`src/hw/rtl/sbs_pkg.sv`:
```
package sbs_pkg;

  // Sequencer phases
  typedef enum logic [2:0] {
    PH_OFFLINE    = 3'd0,
    PH_INIT       = 3'd1,
    PH_START_INIT = 3'd2,
    PH_SPRK_DOWN  = 3'd3,
    PH_DATA_OUT   = 3'd4
  } phase_t;

  // Request action codes
  localparam logic [1:0] ACT_TICK  = 2'd0;
  localparam logic [1:0] ACT_START = 2'd1;
  localparam logic [1:0] ACT_STOP  = 2'd2;

  // Configuration register indexes
  localparam int unsigned CfgIndexWidth = 3;
  localparam logic [CfgIndexWidth-1:0] CFG_START_ADDRESS     = 3'd0;
  localparam logic [CfgIndexWidth-1:0] CFG_BYTE_COUNT        = 3'd1;
  localparam logic [CfgIndexWidth-1:0] CFG_DOWN_DELAY        = 3'd2;
  localparam logic [CfgIndexWidth-1:0] CFG_UP_DELAY          = 3'd3;
  localparam logic [CfgIndexWidth-1:0] CFG_DATA_FROM_ADDRESS = 3'd4;

  localparam int unsigned CfgDataWidth = 16;

  // Configuration reset values
  localparam logic [15:0] START_ADDRESS_RESET = 16'h0041;
  localparam logic [15:0] BYTE_COUNT_RESET    = 16'd0;
  localparam logic [15:0] DOWN_DELAY_RESET    = 16'd500;
  localparam logic [15:0] UP_DELAY_RESET      = 16'd1000;

  typedef struct packed {
    logic [15:0] start_address;
    logic [15:0] byte_count;
    logic [15:0] down_delay;
    logic [15:0] up_delay;
    logic        data_from_address;
  } cfg_t;

  typedef struct packed {
    logic        start_stop;
    logic        sprocket;
    logic [7:0]  data_out;
    logic [15:0] fetch_address;
    logic        busy_res;
  } result_t;

endpackage

```
`src/hw/rtl/sbs_seq.sv`:
```
module sbs_seq (
  input  logic              clk,
  input  logic              rst,
  input  logic              step,
  input  logic [1:0]        action,
  input  logic [7:0]        mem_byte,
  input  sbs_pkg::cfg_t     cfg,
  output sbs_pkg::result_t  res_next
);

  sbs_pkg::phase_t phase, phase_next;
  logic [15:0] delay_left, delay_left_next;
  logic [15:0] cur_address, cur_address_next;
  logic [15:0] bytes_left, bytes_left_next;
  logic        start_stop_level, start_stop_level_next;
  logic        sprocket_level, sprocket_level_next;
  logic [7:0]  data_level, data_level_next;
  logic [15:0] delay_dec;

  // Count the delay down, saturating at zero
  assign delay_dec = (delay_left != 16'd0) ? delay_left - 16'd1 : 16'd0;

  // Work out the state after one request
  always_comb begin
    phase_next            = phase;
    delay_left_next       = delay_left;
    cur_address_next      = cur_address;
    bytes_left_next       = bytes_left;
    start_stop_level_next = start_stop_level;
    sprocket_level_next   = sprocket_level;
    data_level_next       = data_level;
    case (action)
      sbs_pkg::ACT_TICK: begin
        if (phase != sbs_pkg::PH_OFFLINE) begin
          delay_left_next = delay_dec;
          case (phase)
            sbs_pkg::PH_INIT: begin
              start_stop_level_next = 1'b0;
              sprocket_level_next   = 1'b1;
              phase_next            = sbs_pkg::PH_START_INIT;
            end
            sbs_pkg::PH_START_INIT: begin
              if (delay_dec == 16'd0) begin
                start_stop_level_next = 1'b1;
                delay_left_next       = cfg.down_delay;
                phase_next            = sbs_pkg::PH_SPRK_DOWN;
              end
            end
            sbs_pkg::PH_SPRK_DOWN: begin
              if (delay_dec == 16'd0) begin
                if (bytes_left == 16'd0) begin
                  phase_next = sbs_pkg::PH_OFFLINE;
                end else begin
                  sprocket_level_next = 1'b0;
                  delay_left_next     = cfg.down_delay;
                  phase_next          = sbs_pkg::PH_DATA_OUT;
                end
              end
            end
            sbs_pkg::PH_DATA_OUT: begin
              if (delay_dec == 16'd0) begin
                if (bytes_left == 16'd1) begin
                  start_stop_level_next = 1'b0;
                end
                data_level_next     = cfg.data_from_address ? cur_address[7:0] : mem_byte;
                cur_address_next    = cur_address + 16'd1;
                bytes_left_next     = bytes_left - 16'd1;
                sprocket_level_next = 1'b1;
                delay_left_next     = cfg.up_delay;
                phase_next          = sbs_pkg::PH_SPRK_DOWN;
              end
            end
            default: begin
              phase_next = sbs_pkg::PH_OFFLINE;
            end
          endcase
        end
      end
      sbs_pkg::ACT_START: begin
        cur_address_next = cfg.start_address;
        bytes_left_next  = cfg.byte_count;
        phase_next       = sbs_pkg::PH_INIT;
      end
      sbs_pkg::ACT_STOP: begin
        phase_next = sbs_pkg::PH_OFFLINE;
      end
      default: begin
        // unused code: hold everything
      end
    endcase
  end

  // Present the updated line levels, fetch address and busy flag as the result
  always_comb begin
    res_next.start_stop    = start_stop_level_next;
    res_next.sprocket      = sprocket_level_next;
    res_next.data_out      = data_level_next;
    res_next.fetch_address = cur_address_next;
    res_next.busy_res      = (phase_next != sbs_pkg::PH_OFFLINE);
  end

  // Hold sequencer state, advance on each accepted request
  always_ff @(posedge clk) begin
    if (rst) begin
      phase            <= sbs_pkg::PH_OFFLINE;
      delay_left       <= 16'd0;
      cur_address      <= 16'd0;
      bytes_left       <= 16'd0;
      start_stop_level <= 1'b0;
      sprocket_level   <= 1'b1;
      data_level       <= 8'd0;
    end else if (step) begin
      phase            <= phase_next;
      delay_left       <= delay_left_next;
      cur_address      <= cur_address_next;
      bytes_left       <= bytes_left_next;
      start_stop_level <= start_stop_level_next;
      sprocket_level   <= sprocket_level_next;
      data_level       <= data_level_next;
    end
  end

endmodule

```
`src/hw/rtl/sbs_out_buf.sv`:
```
module sbs_out_buf (
  input  logic              clk,
  input  logic              rst,
  input  logic              load,
  input  sbs_pkg::result_t  res_in,
  output logic              free,
  output logic              valid,
  input  logic              ready,
  output sbs_pkg::result_t  res_out
);

  // Take a new result whenever the held one is gone or leaving
  assign free = !valid || ready;

  always_ff @(posedge clk) begin
    if (rst) begin
      valid <= 1'b0;
    end else if (free) begin
      valid <= load;
    end
  end

  // Payload needs no reset
  always_ff @(posedge clk) begin
    if (free && load) begin
      res_out <= res_in;
    end
  end

endmodule

```
`src/hw/rtl/strobed_byte_sender.sv`:
```
// A result appears in the cycle after its request is accepted. The block takes
// one request per cycle while its result register is empty or being read out;
// a held result with out_ready low stalls further requests.
// Reset (synchronous, active high) returns the sequencer to offline with the
// sprocket high and restores the configuration registers to their defaults.
module strobed_byte_sender (
  input  logic        clk,
  input  logic        rst,
  input  logic        cfg_we,
  input  logic [2:0]  cfg_index,
  input  logic [15:0] cfg_data,
  input  logic        in_valid,
  output logic        in_ready,
  input  logic [1:0]  action,
  input  logic [7:0]  mem_byte,
  output logic        out_valid,
  input  logic        out_ready,
  output logic        start_stop,
  output logic        sprocket,
  output logic [7:0]  data_out,
  output logic [15:0] fetch_address,
  output logic        busy_res
);

  sbs_pkg::cfg_t    cfg;
  sbs_pkg::result_t res_next;
  sbs_pkg::result_t res_q;
  logic             step;

  // Configuration registers
  always_ff @(posedge clk) begin
    if (rst) begin
      cfg.start_address     <= sbs_pkg::START_ADDRESS_RESET;
      cfg.byte_count        <= sbs_pkg::BYTE_COUNT_RESET;
      cfg.down_delay        <= sbs_pkg::DOWN_DELAY_RESET;
      cfg.up_delay          <= sbs_pkg::UP_DELAY_RESET;
      cfg.data_from_address <= 1'b0;
    end else if (cfg_we) begin
      case (cfg_index)
        sbs_pkg::CFG_START_ADDRESS:     cfg.start_address     <= cfg_data;
        sbs_pkg::CFG_BYTE_COUNT:        cfg.byte_count        <= cfg_data;
        sbs_pkg::CFG_DOWN_DELAY:        cfg.down_delay        <= cfg_data;
        sbs_pkg::CFG_UP_DELAY:          cfg.up_delay          <= cfg_data;
        sbs_pkg::CFG_DATA_FROM_ADDRESS: cfg.data_from_address <= cfg_data[0];
        default: begin
          // unknown index: drop the write
        end
      endcase
    end
  end

  assign step = in_valid && in_ready;

  sbs_seq u_seq (
    .clk      (clk),
    .rst      (rst),
    .step     (step),
    .action   (action),
    .mem_byte (mem_byte),
    .cfg      (cfg),
    .res_next (res_next)
  );

  sbs_out_buf u_out_buf (
    .clk     (clk),
    .rst     (rst),
    .load    (in_valid),
    .res_in  (res_next),
    .free    (in_ready),
    .valid   (out_valid),
    .ready   (out_ready),
    .res_out (res_q)
  );

  assign start_stop    = res_q.start_stop;
  assign sprocket      = res_q.sprocket;
  assign data_out      = res_q.data_out;
  assign fetch_address = res_q.fetch_address;
  assign busy_res      = res_q.busy_res;

endmodule

```
`config.mk`:
```
export PLATFORM = sky130hd
export DESIGN_NAME = strobed_byte_sender
export DESIGN_NICKNAME = d
export VERILOG_FILES = /design/src/hw/rtl/sbs_pkg.sv /design/src/hw/rtl/sbs_seq.sv /design/src/hw/rtl/sbs_out_buf.sv /design/src/hw/rtl/strobed_byte_sender.sv
export SDC_FILE = /design/constraint.sdc
export NUM_CORES = 1
export LEC_CHECK = 0
export BUFFER_PORTS_ARGS = -buffer_cell sky130_fd_sc_hd__buf_2
export CAP_MARGIN = 20
export CELL_PAD_IN_SITES_DETAIL_PLACEMENT = 0
export CELL_PAD_IN_SITES_GLOBAL_PLACEMENT = 1
export CORE_AREA = 4 4 140 142
export CTS_CLUSTER_DIAMETER = 40
export DETAILED_ROUTE_END_ITERATION = 7
export DIE_AREA = 0 0 144 146
export GPL_TIMING_DRIVEN = 1
export PLACE_DENSITY_LB_ADDON = 0.1
export SETUP_SLACK_MARGIN = 0.02
export SLEW_MARGIN = 20
export SYNTH_ARGS = -nofsm -noshare
export SYNTH_HDL_FRONTEND = slang
export SYNTH_SLANG_ARGS = --single-unit
export TNS_END_PERCENT = 20
```
`constraint.sdc`:
```
create_clock -name clk -period 3.94 [get_ports clk]
set_input_delay 0.788 -clock clk [delete_from_list [all_inputs] [get_ports clk]]
set_output_delay 0.788 -clock clk [all_outputs]
set_load 0.005 [all_outputs]
```
# Word-level counts from Yosys, hierarchy flattened
# Cells that the tools add are included.
# W data, S select, Z words.
[word_totals]
regBits = 154
latch_bits = 0
mem_bits_rw = 0
mem_bits_ro = 0
inputBits = 34
out_inout_bits = 29
wordCells = 91
memories = 0
[op_classes]
addsub = 3
multipliers = 0
n_div = 0
n_lt_le_gt_ge = 0
eq_ne = 14
shift = 0
mux = 37
bitwise_logic = 0
reduce_logical = 19
[op_table]
columns = ["cell", "count"]
rows = [
  ["$mux W16", 11],
  ["$pmux W16 S2", 2],
  ["$pmux W16 S3", 1],
  ["$mux W8", 5],
  ["$logic_not A16 Y1", 2],
  ["$sub A16 B1 Y16 const B", 2],
  ["$pmux W3 S3", 2],
  ["$add A16 B1 Y16 const B", 1],
  ["$eq A16 B1 Y1 const B", 1],
  ["$reduce_bool A16 Y1", 1],
  ["$eq A3 B2 Y1 const B", 4],
  ["$mux W3", 4],
  ["$mux W1", 10],
  ["$reduce_and A2 Y1", 5],
  ["$eq A3 B1 Y1 const B", 2],
  ["$eq A3 B3 Y1 const B", 2],
  ["$ne A2 B1 Y1 const B", 3],
  ["$pmux W1 S3", 2],
  ["$reduce_bool A3 Y1", 2],
  ["$reduce_and A5 Y1", 1],
  ["$logic_not A3 Y1", 1],
  ["$reduce_and A3 Y1", 1],
  ["$eq A2 B1 Y1 const B", 1],
  ["$eq A2 B2 Y1 const B", 1],
  ["other kinds (6)", 6],
]

# Depth between registers and ports, before layout
# Gate-level depths: netlist of the first run.
[logic_depth]
ltp_word = 8
depth_mapped = 12
mapped_depth_nobuf = 9

# Cells and area by module
# Synthesis of the first run repeated with hierarchy kept, for this count alone.
[unflattened]
cells_unflattened = 969
hier_area_um2 = 8343.0
[modules_own_cells]
columns = ["mod", "n_inst", "cells_per_inst", "area_per_inst_um2"]
rows = [
  ["sbs_seq", 1, 689, 4819.6],
  ["strobed_byte_sender", 1, 248, 2657.5],
  ["sbs_out_buf", 1, 32, 865.8],
]

# Worst setup path before layout of the first run
# No wires, ideal clock.
[synth_path]
path_kind = "reg2reg"
start = "register u_seq.delay_left[0]"
end = "register u_seq.cur_address[15]"
arrival_time_ns = 2.900
setup_slack_ns = 0.966
path_stages_with_launch = 11
synth_period_minus_slack_ns = 2.974
path_cell_list = "dfxtp_1 > inv_1 > ha_1 > nor4b_1 > nand3_1 > nor3_1 > a31oi_2 > or3_1 > buf_2 > or4_1 > a31oi_1"
[synth_via]
elab_chain_cells = 7
elab_cells_between_ends = 8
[synth_rtl]
columns = ["element", "line", "text"]
rows = [
  ["start, declared", "sbs_seq.sv:12", "logic [15:0] delay_left, delay_left_next;"],
  ["start signal, assigned", "sbs_seq.sv:114", "delay_left <= delay_left_next;"],
  ["$sub A16 B1 Y16 / $reduce_bool A16 Y1 (equally long branches)", "sbs_seq.sv:21", "assign delay_dec = (delay_left != 16'd0) ? delay_left - 16'd1 : 16'd0;"],
  ["$mux W16 *", "sbs_seq.sv:21", ""],
  ["$logic_not A16 Y1 *", "sbs_seq.sv:61", "if (delay_dec == 16'd0) begin"],
  ["$mux W16 *", "sbs_seq.sv:61", ""],
  ["$mux W16 *", "sbs_seq.sv:36", "case (phase)"],
  ["$mux W16 *", "sbs_seq.sv:34", "if (phase != sbs_pkg::PH_OFFLINE) begin"],
  ["$pmux W16 S2 *", "sbs_seq.sv:32", "case (action)"],
  ["end signal, assigned", "sbs_seq.sv:115", "cur_address <= cur_address_next;"],
  ["end, declared", "sbs_seq.sv:13", "logic [15:0] cur_address, cur_address_next;"],
]
# Every way passes the cells marked *; elsewhere a longest branch is shown, timed or not.
# A chain may end at the register's enable or synchronous reset.

# Worst setup path in the final report of the first run
[layout_path]
start = "register u_seq.delay_left[3]"
end = "register u_seq.bytes_left[1]"
[layout_via]
elab_chain_cells = 5
elab_cells_between_ends = 6
[layout_rtl]
columns = ["element", "line", "text"]
rows = [
  ["$sub A16 B1 Y16 / $reduce_bool A16 Y1 (equally long branches)", "sbs_seq.sv:21", ""],
  ["$mux W16 *", "sbs_seq.sv:21", ""],
  ["$logic_not A16 Y1 *", "sbs_seq.sv:61", ""],
  ["$ne A2 B1 Y1 (no line) *", "n/a", ""],
  ["$reduce_and A5 Y1 (no line) *", "n/a", ""],
  ["end signal, assigned", "sbs_seq.sv:116", "bytes_left <= bytes_left_next;"],
  ["end, declared", "sbs_seq.sv:14", "logic [15:0] bytes_left, bytes_left_next;"],
]
# Marked as above.

==> impl_metrics.toml, run 1 <==
[routing]
wl_met1_um = 11000
met2_length_um = 11500
viasPerCell = 5.78
route.met3.wl_um = 1180
drcViolationCount = 0
routedWlPerCell_um = 19.3
top_layer_used = "met4"
drtPass1Iterations = 5
drt_iter0_drc = 594
vias = 7159
detail-route-antenna-nets = 0
wirelength_um = 23900

[cells_and_area]
mostFrequentLayoutCells = "202 x nand2_1, 127 x dfxtp_1, 121 x a21oi_1, 62 x buf_2"
fin_area_um2 = 8730
fin_nets = 1032
area_delta_synth_final_pct = 15.1
num_antenna_cells = 0
final_common_cell = "nand2_1"
drive_gt1_share_pct = 13.0

[global_route]
grt_max_degree = 65
overflow = 0
grt_pass1_vias = 6691
grt_use_total_pct = 22.9
grt_pass1_wl_um = 38000
antenna_found_initial = 0

[cts]
cts_tree = "built"
hold_buffers = 0
clkSinkCount = 154
htreeDepth = 4
post-cts-setup-buffer-count = 0
numCtsBuffers = 17
clockBufferDepth = 2
ctsResizeCount = 0
clkTransAtPathRegs_ns = 0.06
cts_root_buf = "clkbuf_16"
clkLatencyLatePin_ns = 0.43

[synthesis]
ys_types = 65
synthArstFlopShare_pct = 0
synth_seq_area_share_pct = 44.2
syn_inst = 955
yosys_warnings = 0
syn_avg_cell_area_um2 = 7.94
synth_edf_count = 27
synth-main-ff-cell = "dfxtp_1"
syn-num-nets = 994
ys_ff_latch = 154
synth_area_um2 = 7590

[setup_path]
r2r_cells = 8
r2r-end = "u_seq.bytes_left[1]$_SDFFE_PP0P_"
end_kind = "register"
critPathKind = "reg -> reg"
slowest_stage = "o32ai_4"
worstSetupStartpoint = "u_seq.delay_left[3]$_SDFFE_PP0P_"
path_max_fanout = 19
r2r-start = "u_seq.delay_left[3]$_SDFFE_PP0P_"
cp_slowest_stage_delay_ns = 0.82
critPathArrivalTime_ns = 3.83
worstPathRequired_ns = 4.27
path_cells = "or4_1 -> nor4_4 -> nor3_1 -> o32ai_4 -> nor3_2 -> buf_4 -> a31o_2 -> a221oi_1"
rrSetupSlack_ns = 0.43
cp-start-kind = "register"

[floorplanning]
dieWidth_um = 144
die-area_um2 = 21000
core_um2 = 18500
die_height_um = 146
rows = 50
start_util_pct = 41.1
io-pin-count = 63

[sta]
fin_worst_skew_ns = 0.00908
worst_slew_pin_slew_ns = 0.917
fin_crit_sh_pct = 89.0
finalMaxSlewViolations = 0
fin_setup_tns_ns = 0
setup_ws_ns = 0.432
relSlewSlack_pct = 38.9
rsz0062_at_grt = "no"
fin_crit_ns = 3.51
setup_viol = 0
hold_viol_final = 0
max_freq_mhz = 285

[power]
p_per_area_nw_per_um2 = 458
p_leak_uw = 0.00318
power.total_uw = 4000
irDropWorstVdd_mv = 0.323

[placement]
gp_congestion = 0.852
pre_cts_ws_ns = 0.474
dpl.hpwl_um = 16600
io_buffers = 62
placed_cell_area_um2 = 8120

[worst_hold_path]
hold_path.class = "reg -> reg"
whs_endpoint = "cfg[46]$_SDFFE_PP0P_"
holdPathStages = 2
worstHoldStart = "cfg[46]$_SDFFE_PP0P_"

[run]
cap_violations = 0

[status]
status = "complete, no violations"
## Yosys cell counts, drive strengths merged (4+ instances only)
library cell  count  area [µm²]
nand2           202         758
dfxtp           127        2540
a21oi           121         606
clkbuf           63         236
nor2             58         220
o21ai            57         285
nand3            38         190
nor3             28         150
edfxtp           27         811
nor4             19         140
a211oi           17         128
a31oi            14        93.8
inv              14        52.6
and3             12        75.1
mux2i            12         120
xnor2            10        87.6
o22ai             9        56.3
or3               9        61.3
o311ai            8        70.1
a311oi            7        61.3
nand4             6        37.5
o211ai            6        45.0
a22oi             5        37.5
buf               5        25.0
ha                5        62.6
nand2b            5        31.3
or4               5        37.5
and2              4        25.0
and4              4        35.0
nor2b             4        25.0
o31ai             4        30.0
## sequential cells by signal, indices dropped and copies added (netlist names)
signal and count:
cfg 65, u_out_buf.res_out 27, u_seq.bytes_left 16, u_seq.cur_address 16, u_seq.delay_left 16, u_seq.data_level 8, u_seq.phase 3, u_out_buf.valid 1
u_seq.sprocket_level 1, u_seq.start_stop_level 1
## worst max-delay path, delay by kind of cell, from the launching register on
| kind | cells | cell delay (ns) |
|---|---|---|
| compound gates | 3 | 1.32 |
| buf+inv | 1 | 0.26 |
| flops | 1 | 0.37 |
| simple gates | 4 | 1.45 |
## cell families after synthesis
kind of cell | Yosys count | share of synthesized area (%)
and+or+nand+nor | 406 | 24.8
buffers and inverters | 83 | 4.19
adders and majority gates | 5 | 0.825
xor gates and xnor gates | 13 | 1.50
AOI/OAI and AO/OA | 282 | 22.9
DFF | 154 | 44.2
muxes | 12 | 1.58
## through the flow
step	utilization, %	instances	hold WS, ns
3_5_place_dp	44.0	1208	0.444
5_1_grt	47.3	1238	0.474
6_report	47.3	1238	0.451
4_1_cts	47.3	1238	0.453
2_1_floorplan	-	955	0.432
3_3_place_gp	44.0	1208	0.441
## per-layer routing
layer  GRT usage (%)  vias up
li1                -     3536
met1            31.9     3407
met2            37.2      194
met3            3.75       22
met4            5.37        0
met5               0        -
## layout make-up
class	count	area [µm²]
Sequential cell	154	3350
Tap cell	234	293
Timing Repair Buffer	87	498
Fill cell	1836	9720
Clock inverter	8	105
Clock buffer	22	508
Multi-Input combinational cell	718	3920
Inverter	15	56.3
## how the worst max path moves through the flow
stage          depth (start not counted)                                 end  slack [ns]
2_1_floorplan                         10  u_seq.cur_address[15]$_SDFFE_PP0P_        0.97
3_3_place_gp                           8    u_seq.bytes_left[1]$_SDFFE_PP0P_        0.56
3_5_place_dp                           8    u_seq.bytes_left[1]$_SDFFE_PP0P_        0.47
4_1_cts                                8    u_seq.bytes_left[1]$_SDFFE_PP0P_        0.46
5_1_grt                               10    u_seq.data_level[6]$_SDFFE_PP0P_        0.21
6_report                               8    u_seq.bytes_left[1]$_SDFFE_PP0P_        0.43
## power by group
part / internal [µW] / switching [µW]
sequential: 1660 / 46.0
combinational: 188 / 391
clock: 1040 / 675
Note: power is estimated with default switching activity, not from simulation.
==> inputs of run 2 (changes only) <==
Settings changed: CORE_AREA 4 4 140 142 to 4 4 146 148, DIE_AREA 0 0 144 146 to 0 0 150 152, SLEW_MARGIN 20 to not set, SYNTH_HIERARCHICAL set to 1.
==> run 2 against run 1 <==
Effect of this change:
- synthesized cell count rose by 1.5%
- cell count rose by 3.9%
- combinational power rose by 3.6%
- largest cell class unchanged
- highest routed layer unchanged
- cell area rose by 8.4%
- sequential power barely moved
- largest power group is now sequential cells
==> impl_metrics.toml, run 2 <==
[status]
status = "complete, no violations"

[synthesis]
yosys.area.top_type = "dfxtp_1"
synth_area_um2 = 8340
synth_area_leaders = "dfxtp_1 30%, edfxtp_1 9.7%, mux2i_1 8.8%"
synth_common_cells = "127 x dfxtp_1, 102 x nor2_1, 86 x nand2_1"
syn-num-nets = 1007
syn_avg_cell_area_um2 = 8.61
synth_edf_count = 27
syn_inst = 969
synthArstFlopShare_pct = 0
ys_ff_latch = 154
synth.most_common_cell = "dfxtp_1"
synth_seq_area_share_pct = 40.2
synth-main-ff-cell = "dfxtp_1"
synth_top_area_share_pct = 30.5
ys_types = 88
yosys_warnings = 6

[power]
p_leak_uw = 0.00353
power.total_uw = 3990
irDropWorstVdd_mv = 0.278
p_per_area_nw_per_um2 = 421

[routing]
routedWlPerCell_um = 18.8
drcViolationCount = 0
drtPass1Iterations = 7
viasPerCell = 5.66
vias = 7280
drt_iter0_drc = 542
wirelength_um = 24200
detail-route-antenna-nets = 0

[cells_and_area]
top_regs = "cfg: 65 flops, u_out_buf/res_out: 27 flops"
fin_nets = 1041
final_core_util_pct = 47.2
finalNonFillerCells = 1286
mostFrequentLayoutCells = "127 x dfxtp_1, 101 x nor2_1, 86 x nand2_1, 75 x nand2b_1, 73 x mux2i_1"
regArea_um2 = 3350
largest_register_ffs = 65
multiInputGateArea_um2 = 4600
drive_gt1_share_pct = 14.7
top_register = "cfg"
num_antenna_cells = 0
area_delta_synth_final_pct = 13.4
fillers = 2040
final_common_cell = "dfxtp_1"

[cts]
numCtsBuffers = 17
clkLatencyLatePin_ns = 0.43
htreeDepth = 4
clkTransAtPathRegs_ns = 0.07
cts_tree = "built"
hold_buffers = 0
ctsResizeCount = 0
clockBufferDepth = 2
post-cts-setup-buffer-count = 0
clkSinkCount = 154
cts_root_buf = "clkbuf_16"

[setup_path]
critPathArrivalTime_ns = 3.90
r2r-start = "u_seq/delay_left[0]$_SDFFE_PP0P_"
slowest_stage = "or3b_2"
critPathKind = "reg -> reg"
cp_slowest_stage_delay_ns = 0.57
cp-start-kind = "register"
end_kind = "register"
path_max_fanout = 10
worstSetupStartpoint = "u_seq/delay_left[0]$_SDFFE_PP0P_"
worstPathRequired_ns = 4.25
cp_num_buf_inv = 1
path_cells = "inv_1 -> ha_1 -> or3b_2 -> o41ai_2 -> o2111ai_2 -> nor2_2 -> nand2_1 -> o41ai_1 -> o221a_2"
rrSetupSlack_ns = 0.34
cpLargestDelayFamily = "compound AO/OA/AOI/OAI gates"

[sta]
fin_setup_tns_ns = 0
setup_viol = 0
fin_crit_ns = 3.60
fin_crit_sh_pct = 91.3
fin_worst_skew_ns = 0.0124
hold_viol_final = 0
rsz0062_at_grt = "no"
relSlewSlack_pct = 42.8
finalMaxSlewViolations = 0
max_freq_mhz = 278
worst_slew_pin_slew_ns = 0.857
hold_slack_ns = 0.461

[global_route]
grt_max_degree = 148
grt_pass1_wl_um = 38700
grt_pass1_vias = 6890
overflow = 0
grt_use_total_pct = 21.3
antenna_found_initial = 0

[floorplanning]
dieWidth_um = 150
die_height_um = 152
start_util_pct = 41.6
rows = 52
die-area_um2 = 22800
io-pin-count = 63
core_um2 = 20000

[worst_hold_path]
worstHoldStart = "cfg[30]$_SDFFE_PP0P_"
hold_path.class = "reg -> reg"

[placement]
dpl.hpwl_um = 16800
dp_cells = 1254
gp_congestion = 0.864
io_buffers = 62

[run]
cap_violations = 0
run 2: cell count changes after synthesis, moves of 45 or more:
| cell | delta |
|---|---|
| nand2_1 | -116 |
| nand2b_1 | +70 |
| a21oi_1 | -61 |
| mux2i_1 | +61 |
| nor2_1 | +45 |
run 2: logic make-up after synthesis:
family                   synth area share (%)
buffers and inverters                    4.71
flip-flops                               40.2
AND/OR/NAND/NOR                          25.3
adder cells (fa/ha/maj)                 0.600
multiplexers                             8.76
XOR/XNOR                                0.945
AO/OA/AOI/OAI                            19.5
run 2: worst min-delay path, delay by kind of cell, from the launching register on:
kind / cells / cell delay (ns)
flops: 1 / 0.31
simple gates: 1 / 0.05
compound gates: 1 / 0.06
run 2: area by class of cell:
cell class | instances | share of cell area [%]
Inverter | 18 | 0.714
Multi-Input combinational cell | 725 | 48.6
Sequential cell | 154 | 35.4
Timing Repair Buffer | 87 | 5.42
Clock buffer | 17 | 4.50
Clock inverter | 15 | 1.75
Tap cell | 270 | 3.57
run 2: power by group:
| part | internal [µW] | switching [µW] |
|---|---|---|
| combinational | 227 | 373 |
| clock | 948 | 735 |
| sequential | 1660 | 47.9 |
| total | 2830 | 1160 |
run 2: path summary, 6_finish.rpt:
check                                       to  cells after the start
max            u_out_buf/res_out[14]$_DFFE_PP_                      9
min reg2reg  u_seq/delay_left[13]$_SDFFE_PP0P_                      2
max reg2reg    u_out_buf/res_out[14]$_DFFE_PP_                      9
min          u_seq/delay_left[13]$_SDFFE_PP0P_                      2
run 2: metal layers:
layer	wire (µm)	global-route usage, %	vias to the layer above
met5	0	0	-
met4	358	5.58	0
met3	1040	3.54	27
met2	11100	32.7	216
met1	11700	31.0	3445
li1	-	-	3592
run 2: through the flow:
stage          setup slack [ns]  area [µm²]
2_1_floorplan             0.723        8340
3_3_place_gp              0.532        8870
3_5_place_dp              0.408        8870
4_1_cts                   0.382        9460
5_1_grt                  0.0726        9460
6_report                  0.344        9460
==> inputs of run 3 (changes only) <==
Settings changed: CORE_AREA 4 4 146 148 to 4 4 121 180, DIE_AREA 0 0 150 152 to 0 0 125 184.
==> run 3 against run 2 <==
Effect of this change:
- non-clock buffer count is 5 higher
- worst setup slack better by 0.015 ns
- die area is 0.88% higher
- clock-buffer cell count is 5 higher
- fmax is 0.41% higher
- routed wire length is 2.6% higher
- sequential share of layout area is 0.16 points lower
- hold slack hardly changed
- highest routed layer unchanged
- flip-flop and latch count stayed put
==> impl_metrics.toml, run 3 (same netlist as run 2, synthesis figures left out) <==
[status]
status = "complete, no violations"

[routing]
viasPerCell = 5.71
wirelength_um = 24900
detail-route-antenna-nets = 0
drcViolationCount = 0
vias = 7337
drtPass1Iterations = 5
drt_iter0_drc = 526
routedWlPerCell_um = 19.3

[cts]
clockBufferDepth = 2
post-cts-setup-buffer-count = 0
cts_root_buf = "clkbuf_16"
htreeDepth = 4
clkSinkCount = 154
ctsResizeCount = 0
cts_tree = "built"
numCtsBuffers = 17
clkTransAtPathRegs_ns = 0.06
hold_buffers = 0
clkLatencyLatePin_ns = 0.42

[sta]
fin_crit_ns = 3.58
fin_worst_skew_ns = 0.00784
setup_viol = 0
rsz0062_at_grt = "no"
relSlewSlack_pct = 41.0
hold_viol_final = 0
fin_setup_tns_ns = 0
fin_crit_sh_pct = 90.9
max_freq_mhz = 279
finalMaxSlewViolations = 0
worst_slew_pin_slew_ns = 0.884

[cells_and_area]
fin_nets = 1046
area_delta_synth_final_pct = 13.9
mostFrequentLayoutCells = "127 x dfxtp_1, 101 x nor2_1, 86 x nand2_1, 75 x nand2b_1, 73 x mux2i_1"
drive_gt1_share_pct = 15.0
num_antenna_cells = 0
top_register = "cfg"
top_regs = "cfg: 65 flops, u_out_buf/res_out: 27 flops"
final_common_cell = "dfxtp_1"
largest_register_ffs = 65
fin_area_um2 = 9500

[placement]
io_buffers = 62
gp_congestion = 0.871
placed_cell_area_um2 = 8900
dpl.hpwl_um = 17700

[setup_path]
path_max_fanout = 17
worstPathRequired_ns = 4.26
critPathArrivalTime_ns = 3.90
cp-start-kind = "register"
critPathKind = "reg -> reg"
rrSetupSlack_ns = 0.36
end_kind = "register"

[floorplanning]
dieWidth_um = 125
rows = 64
die-area_um2 = 23000
core_um2 = 20300
die_height_um = 184
start_util_pct = 41.0
io-pin-count = 63

[global_route]
grt_pass1_wl_um = 39700
grt_max_degree = 148
antenna_found_initial = 0
overflow = 0
grt_pass1_vias = 7038
grt_use_total_pct = 21.8

[power]
irDropWorstVdd_mv = 0.260
p_per_area_nw_per_um2 = 418
p_leak_uw = 0.00357
power.total_uw = 3970

[worst_hold_path]
hold_path.class = "reg -> reg"

[run]
cap_violations = 0
-- run 3: path summary, 6_finish.rpt --
path	to	depth (start not counted)	start
worst min-delay path	u_seq/delay_left[3]$_SDFFE_PP0P_	2	cfg[20]$_SDFFE_PP0P_
worst min register to register	u_seq/delay_left[3]$_SDFFE_PP0P_	2	cfg[20]$_SDFFE_PP0P_
worst max register to register	u_seq/bytes_left[6]$_SDFFE_PP0P_	9	u_seq/delay_left[0]$_SDFFE_PP0P_
worst max-delay path	u_seq/bytes_left[6]$_SDFFE_PP0P_	9	u_seq/delay_left[0]$_SDFFE_PP0P_
-- run 3: final cells by class --
| cell class | count | area, µm² |
|---|---|---|
| tap | 264 | 330 |
| timing repair buffer | 92 | 551 |
| fill | 2045 | 10800 |
| sequential | 154 | 3350 |
| inverter | 18 | 67.6 |
| clock buffer | 22 | 518 |
| clock inverter | 10 | 85.1 |
| multi-input combinational | 725 | 4600 |
-- run 3: critical path: stages, from the launching register on --
cell and delay [ns]:
dfxtp_1 0.38, inv_1 0.09, ha_1 0.21, or3b_2 0.55
or4_1 0.56, o2111a_1 0.40, a21oi_1 0.27, or3_1 0.64
nor3_1 0.12, a31o_2 0.24
-- run 3: stage by stage --
| step | std cells | setup WS, ns | hold WS (ns) | utilization [%] |
|---|---|---|---|---|
| floorplan | 969 | 0.723 | 0.435 | - |
| global placement | 1253 | 0.447 | 0.451 | 43.8 |
| detailed placement | 1253 | 0.407 | 0.455 | 43.8 |
| CTS | 1285 | 0.381 | 0.465 | 46.7 |
| global route | 1285 | 0.139 | 0.491 | 46.7 |
| finish | 1285 | 0.359 | 0.461 | 46.7 |
-- run 3: power breakdown --
part	leakage [µW]	switching [µW]	internal, µW
registers	0.00130	49.1	1660
clock network	0.000301	660	995
logic	0.00197	374	233
total	0.00357	1080	2890
-- run 3: per-layer routing --
layer | vias to the layer above | global-route usage, % | part of all wire, %
li1 | 3607 | - | -
met2 | 204 | 38.6 | 50
met1 | 3476 | 26.7 | 43
met4 | 0 | 8.33 | 3.2
met3 | 50 | 3.28 | 3.8
met5 | - | 0 | 0
